**src/sv/bdsl_pkg.sv**
```systemverilog
// Package of the push-button debouncer: counter widths, register indexes,
// the configuration and result structs, and the saturating increment.
// No dependencies.
`default_nettype none

package bdsl_pkg;

	// Width of the quiet and hold counters.
	localparam int CNT_W = 16;
	// Width at which hold counts and the long threshold are compared.
	localparam int CMP_W = (CNT_W > 16) ? CNT_W : 16;

	// Configuration port.
	localparam int CFG_IDX_W  = 2;
	localparam int CFG_DATA_W = 16;
	localparam logic [CFG_IDX_W-1:0] REG_DEBOUNCE_MS   = 2'd0;
	localparam logic [CFG_IDX_W-1:0] REG_LONG_PRESS_MS = 2'd1;

	// Register reset values.
	localparam logic [7:0]  DEBOUNCE_RST   = 8'd50;
	localparam logic [15:0] LONG_PRESS_RST = 16'd1000;

	typedef logic [CNT_W-1:0] cnt_t;
	typedef logic [CMP_W-1:0] cmp_t;

	localparam cnt_t CNT_MAX = '1;

	// Current register settings.
	typedef struct packed {
		logic [7:0]  debounce_ms;
		logic [15:0] long_press_ms;
	} cfg_t;

	// One result item.
	typedef struct packed {
		logic stable_level;
		logic long_pulse;
		logic short_pulse;
		logic press_pulse;
	} res_t;

	// Counter increment that sticks at the all-ones value.
	function automatic cnt_t sat_inc(input cnt_t v);
		return (v == CNT_MAX) ? v : v + cnt_t'(1);
	endfunction

endpackage

`default_nettype wire

```
**src/sv/bdsl_cfg.sv**
```systemverilog
// Configuration registers of the debouncer: debounce window and long threshold.
// Depends on bdsl_pkg.
`default_nettype none

module bdsl_cfg (
	input  wire                               clk,
	input  wire                               arst_n,
	input  wire                               cfg_we,
	input  wire  [bdsl_pkg::CFG_IDX_W-1:0]    cfg_index,
	input  wire  [bdsl_pkg::CFG_DATA_W-1:0]   cfg_wdata,
	output bdsl_pkg::cfg_t                    cfg
);

	logic [7:0]  debounce_q;
	logic [15:0] long_press_q;

	// Register writes; unknown indexes are dropped.
	always_ff @(posedge clk or negedge arst_n) begin
		if (!arst_n) begin
			debounce_q   <= bdsl_pkg::DEBOUNCE_RST;
			long_press_q <= bdsl_pkg::LONG_PRESS_RST;
		end else if (cfg_we) begin
			unique case (cfg_index)
				bdsl_pkg::REG_DEBOUNCE_MS: begin
					debounce_q <= cfg_wdata[7:0];
				end
				bdsl_pkg::REG_LONG_PRESS_MS: begin
					long_press_q <= cfg_wdata[15:0];
				end
				default: begin
				end
			endcase
		end
	end

	assign cfg.debounce_ms   = debounce_q;
	assign cfg.long_press_ms = long_press_q;

endmodule

`default_nettype wire

```
**src/sv/bdsl_core.sv**
```systemverilog
// Debounce and press classification state, updated once per accepted tick.
// Depends on bdsl_pkg.
`default_nettype none

module bdsl_core (
	input  wire              clk,
	input  wire              arst_n,
	input  wire              tick,
	input  wire              raw,
	input  bdsl_pkg::cfg_t   cfg,
	output bdsl_pkg::res_t   res
);

	logic             prev_raw_q;
	bdsl_pkg::cnt_t   quiet_q;
	logic             debounced_q;
	bdsl_pkg::cnt_t   hold_q;
	logic             armed_q;

	bdsl_pkg::cnt_t   hold_inc;
	bdsl_pkg::cnt_t   quiet_d;
	bdsl_pkg::cnt_t   hold_d;
	logic             debounced_d;
	logic             armed_d;
	logic             settled;
	logic             press;
	logic             shrt;
	logic             lng;
	logic             hold_short;
	logic             hold_long;

	// Next state and pulses for the current tick.
	always_comb begin
		hold_inc    = debounced_q ? bdsl_pkg::sat_inc(hold_q) : hold_q;
		quiet_d     = (raw != prev_raw_q) ? '0 : bdsl_pkg::sat_inc(quiet_q);
		settled     = quiet_d > bdsl_pkg::cnt_t'(cfg.debounce_ms);
		hold_short  = bdsl_pkg::cmp_t'(hold_inc) < bdsl_pkg::cmp_t'(cfg.long_press_ms);
		hold_d      = hold_inc;
		debounced_d = debounced_q;
		armed_d     = armed_q;
		press       = 1'b0;
		shrt        = 1'b0;
		lng         = 1'b0;

		// Accepted level change: a press arms the long detector, a release
		// reports a short hold.
		if (settled && (raw != debounced_q)) begin
			debounced_d = raw;
			hold_d      = '0;
			armed_d     = raw;
			press       = raw;
			shrt        = !raw && hold_short;
		end

		// Long hold fires once per press.
		hold_long = bdsl_pkg::cmp_t'(hold_d) >= bdsl_pkg::cmp_t'(cfg.long_press_ms);
		if (settled && debounced_d && armed_d && hold_long) begin
			lng     = 1'b1;
			armed_d = 1'b0;
		end
	end

	always_ff @(posedge clk or negedge arst_n) begin
		if (!arst_n) begin
			prev_raw_q  <= 1'b0;
			quiet_q     <= '0;
			debounced_q <= 1'b0;
			hold_q      <= '0;
			armed_q     <= 1'b0;
		end else if (tick) begin
			prev_raw_q  <= raw;
			quiet_q     <= quiet_d;
			debounced_q <= debounced_d;
			hold_q      <= hold_d;
			armed_q     <= armed_d;
		end
	end

	assign res.press_pulse  = press;
	assign res.short_pulse  = shrt;
	assign res.long_pulse   = lng;
	assign res.stable_level = debounced_d;

endmodule

`default_nettype wire

```
**src/sv/bdsl_outreg.sv**
```systemverilog
// Output register of the debouncer's result stream with its handshake.
// Depends on bdsl_pkg.
`default_nettype none

module bdsl_outreg (
	input  wire              clk,
	input  wire              arst_n,
	input  wire              load,
	input  bdsl_pkg::res_t   res,
	output logic             in_ready,
	output logic             out_valid,
	input  wire              out_ready,
	output bdsl_pkg::res_t   out_res
);

	logic            valid_q;
	bdsl_pkg::res_t  res_q;

	// A new result may enter when the register is empty or drains this cycle.
	assign in_ready = !valid_q || out_ready;

	always_ff @(posedge clk or negedge arst_n) begin
		if (!arst_n) begin
			valid_q <= 1'b0;
		end else if (in_ready) begin
			valid_q <= load;
		end
	end

	always_ff @(posedge clk) begin
		if (load && in_ready) begin
			res_q <= res;
		end
	end

	assign out_valid = valid_q;
	assign out_res   = res_q;

endmodule

`default_nettype wire

```
**src/sv/button_debounce_short_long_press.sv**
```systemverilog
// Push-button debouncer with short and long press detection.
// Instantiates bdsl_cfg, bdsl_core and bdsl_outreg; depends on bdsl_pkg.
//
// Usage:
//   Each request on the s_axis channel is one millisecond tick carrying the
//   raw button level in bit 0 of s_axis_tdata (1 means pressed).
//   Each tick yields exactly one request on the m_axis channel with the
//   press, short and long pulses and the debounced level.
//   Each result is on m_axis in the cycle after its tick is accepted.
//   Throughput is one tick per cycle while m_axis_tready stays high; the core
//   counters and compares and a single output register sit between the
//   two channels. When the receiver stalls, the result waits in the output
//   register and s_axis_tready drops until that result is taken.
//   Reset clears the counters, the debounced level and the output valid, and
//   loads the registers with a debounce window of 50 and a long threshold of
//   1000 ticks. The user writes registers through cfg_we, cfg_index and
//   cfg_wdata only while no tick is in flight; unchecked by the block.
`default_nettype none

module button_debounce_short_long_press (
	input  wire                              clk,
	input  wire                              arst_n,
	input  wire                              cfg_we,
	input  wire  [bdsl_pkg::CFG_IDX_W-1:0]   cfg_index,
	input  wire  [bdsl_pkg::CFG_DATA_W-1:0]  cfg_wdata,
	input  wire                              s_axis_tvalid,
	output logic                             s_axis_tready,
	input  wire  [7:0]                       s_axis_tdata,  // [0] raw_pressed
	output logic                             m_axis_tvalid,
	input  wire                              m_axis_tready,
	// [0] press_pulse, [1] short_pulse, [2] long_pulse, [3] stable_level
	output logic [7:0]                       m_axis_tdata
);

	bdsl_pkg::cfg_t  cfg;
	bdsl_pkg::res_t  res;
	bdsl_pkg::res_t  out_res;
	logic            tick;

	assign tick = s_axis_tvalid && s_axis_tready;

	bdsl_cfg u_cfg (
		.clk       (clk),
		.arst_n    (arst_n),
		.cfg_we    (cfg_we),
		.cfg_index (cfg_index),
		.cfg_wdata (cfg_wdata),
		.cfg       (cfg)
	);

	bdsl_core u_core (
		.clk    (clk),
		.arst_n (arst_n),
		.tick   (tick),
		.raw    (s_axis_tdata[0]),
		.cfg    (cfg),
		.res    (res)
	);

	bdsl_outreg u_out (
		.clk       (clk),
		.arst_n    (arst_n),
		.load      (s_axis_tvalid),
		.res       (res),
		.in_ready  (s_axis_tready),
		.out_valid (m_axis_tvalid),
		.out_ready (m_axis_tready),
		.out_res   (out_res)
	);

	// Result fields from the lowest bit up, zero padded to a byte.
	assign m_axis_tdata = {4'b0000, out_res};

endmodule

`default_nettype wire

```
**config.mk**
```make
export PLATFORM = sky130hd
export DESIGN_NAME = button_debounce_short_long_press
export DESIGN_NICKNAME = d
export VERILOG_FILES = /design/src/sv/bdsl_pkg.sv /design/src/sv/bdsl_cfg.sv /design/src/sv/bdsl_core.sv /design/src/sv/bdsl_outreg.sv /design/src/sv/button_debounce_short_long_press.sv
export SDC_FILE = /design/constraint.sdc
export NUM_CORES = 1
export LEC_CHECK = 0
export ABC_AREA = 1
export BUFFER_PORTS_ARGS = -buffer_cell sky130_fd_sc_hd__buf_2
export CAP_MARGIN = 30
export CORE_UTILIZATION = 45
export DETAILED_ROUTE_END_ITERATION = 10
export GPL_TIMING_DRIVEN = 0
export PLACE_DENSITY = 0.7
export SYNTH_ARGS = -nofsm -noshare
export SYNTH_HDL_FRONTEND = slang
export SYNTH_HIERARCHICAL = 1
export SYNTH_SLANG_ARGS = --single-unit
```
**constraint.sdc**
```tcl
create_clock -name clk -period 4.6 [get_ports clk]
set_input_delay 0.46 -clock clk [delete_from_list [all_inputs] [get_ports clk]]
set_output_delay 0.46 -clock clk [all_outputs]
set_load 0.05 [all_outputs]
```
==> reports/qor.yml <==
drc_errors: 0
crit_arrival_ps: 4450
wirelength_um: 10900
max-slew-margin-rel: 0.588
synth-simple-area-share: 0.305
synthXorXnorAreaFrac: 0.0281
maxCapViolations: 0
clock-sinks: 64
crit_required_ps: 4710
area_delta_synth_final_pct: 14.0
synth-adder-area-share: 0.111
synth_top_family_by_area: "simple AND/OR/NAND/NOR gates"
synth_cell_type_count: 44
nFillCells: 954
outcome: "finished clean"
cts_root_buffer: "clkbuf_8"
finalCriticalPeriod_ps: 4350
path_class: "reg -> reg"
dp.final_hpwl_um: 8420
antenna_cells: 0
cts_buffers: 9
antenna_found_initial: 0
dr.pass1.iters: 5
setup-tns-final_ps: 0
layout_common_cells: "nand2_1, inv_1, dfrtp_1, ha_1, nand3_1"
die_x_um: 104
clock_skew_ps: 9.28
hold_buffers: 0
vias_per_cell: 5.20
highest_layer: "met4"
drv_slew: 0
die_area_mm2: 0.0107
synthMuxAreaShare: 0.00216
syn_area_mm2: 0.00464
start_util: 0.470
syn_inst: 642
power_density_mw_per_mm2: 331
cp_slowest_cell: "dfrtp_1"
grt_pass1_wl_um: 18700
holdCritPathClass: "in -> async"
place_worst_setup_slack_ps: 6.23
synth-async-reset-ratio: 0.938
layout_commonest_cell: "nand2_1"
htreeDepth: 3
route.vias.total: 4296
drive_gt1_frac: 0.144
wl_met1_um: 5180
clockBufferDepth: 2
rows: 36
hold_viol_final: 0
crit_fanout: 10
synth_edf_count: 4
detail-route-antenna-nets: 0
fmax_mhz: 230
postSynthAreaPerCell_um2: 7.22
yosysWarnings: 6
met3_length_um: 513
multi_input_area_mm2: 0.00257
ff_latch_area_mm2: 0.00163
die_h_um: 104
setup_viol: 0
worstSkewPairLatency_ps: 340
ys_ff_latch: 64
r2r_slack_ps: 250
io_pins: 41
track_usage: 0.214
leakagePower_nw: 2.78
fin_crit_sh: 0.945
cp_common_cell: "nand2_1"
drt-initial-drc-count: 277
io_buffers: 26
grt_pass1_vias: 4040
setup_ws_ps: 255
synth_compound_area_frac: 0.0904
rsz0062_at_grt: "no"
cts.clk_slew.worst_paths_ps: 80
synth-main-ff-cell: "dfrtp_1"
synth-seq-area-share: 0.352
met2_length_um: 5080
crit_path_start_kind: "flop"
cts_tree: "yes"
nets: 760
avgRoutedWirePerCell_um: 13.2
gr-total-overflow: 0
grt_max_degree: 35
vdd_drop_max_uv: 168
place.gp.congestion: 0.907
tightest_slew_ps: 618
critPathMaxStageDelay_ps: 420
core_region_area_mm2: 0.00986
setup.worst_path.end_class: "flop"
-- cell usage after synthesis (4+ instances only) --
master / number / area (um^2)
o21ai_1: 10 / 50.1
buf_2: 6 / 30.0
o21ai_0: 29 / 145
ha_1: 41 / 513
nand3_1: 37 / 185
nand2_1: 207 / 777
nor2_1: 36 / 135
dfstp_2: 9 / 236
xnor2_1: 6 / 52.6
nand4_1: 28 / 175
buf_4: 9 / 67.6
a21oi_1: 24 / 120
inv_1: 91 / 342
nor3_1: 5 / 25.0
edfxtp_1: 4 / 120
clkbuf_1: 7 / 26.3
xor2_1: 7 / 61.3
dfrtp_1: 51 / 1280
-- through the flow --
| step | instance area [um^2] | instances | util | hold WS [ps] | total power [W] |
|---|---|---|---|---|---|
| after floorplan | 4650 | 645 | - | 164 | 0.00107 |
| after global placement | 4940 | 804 | 0.501 | 452 | 0.00118 |
| after detailed placement | 4960 | 805 | 0.503 | 453 | 0.00121 |
| after CTS | 5190 | 821 | 0.526 | 137 | 0.00174 |
| after global routing | 5290 | 826 | 0.536 | 180 | 0.00187 |
| final | 5290 | 826 | 0.536 | 121 | 0.00175 |
-- critical path: cells and delay by family (launching register included) --
kind / cells / cell delay (ps)
DFF: 1 / 420
adders and majority gates: 3 / 690
buffers and inverters: 8 / 770
and+or+nand+nor: 18 / 1790
AOI/OAI and AO/OA: 4 / 440
-- final timing paths --
kind | startpoint | end | cells after the start
min in group clk | s_axis_tvalid | u_out/out_valid | 3
hold / removal | arst_n | u_core/quiet_q[4] | 1
setup / recovery | u_core/quiet_q[1] | u_out/out_res[2] | 33
max in group asynchronous | arst_n | u_cfg/long_press_q[9] | 2
setup reg to reg | u_core/quiet_q[1] | u_out/out_res[2] | 33
hold reg to reg | u_cfg/long_press_q[5] | u_cfg/long_press_q[5] | 2
-- flip-flops by register name, indices dropped and copies added (netlist names) --
name,cells
u_core/hold_q,16
u_core/quiet_q,16
u_out/out_res,4
u_core/armed_q,1
u_out/out_valid,1
u_cfg/debounce_q,8
u_cfg/long_press_q,16
u_core/debounced_q,1
u_core/prev_raw_q,1
-- layout make-up --
cell class              instances  area share
plain buffers                  25      0.0305
clock buffers                  11      0.0289
clock inverters                 5      0.0121
inverters                      94      0.0668
multi-input cells             462       0.486
flip-flops and latches         64       0.309
well taps                     133      0.0315
repair buffers                 32      0.0355
-- where the power goes --
group	switching, W	total, W	internal [W]	leakage [nW]
registers	0.0000587	0.000705	0.000646	0.811
logic	0.000331	0.000520	0.000189	1.87
clock network	0.000238	0.000524	0.000286	0.105
-- logic make-up after synthesis --
| logic type | Yosys count |
|---|---|
| flip-flops | 64 |
| AND/OR/NAND/NOR | 325 |
| other | 1 |
| XOR/XNOR | 14 |
| AO/OA/AOI/OAI | 77 |
| adder cells (fa/ha/maj) | 41 |
| buffers and inverters | 119 |
| multiplexers | 1 |
-- timing repair --
| item | 4_1_cts | 5_1_grt |
|---|---|---|
| endpoints found under the setup margin | 1 | 2 |
| setup buffers | 0 | 5 |
| gates cloned | 0 | 0 |
| pin swaps | 0 | 4 |
| gates resized for setup | 2 | 14 |
-- routing by layer --
metal | GRT usage | up-vias
li1 | - | 2161
met1 | 0.286 | 1995
met2 | 0.351 | 127
met3 | 0.0258 | 13
met4 | 0.0859 | 0
met5 | 0 | -
No activity file was read; power rests on OpenSTA's default activity.
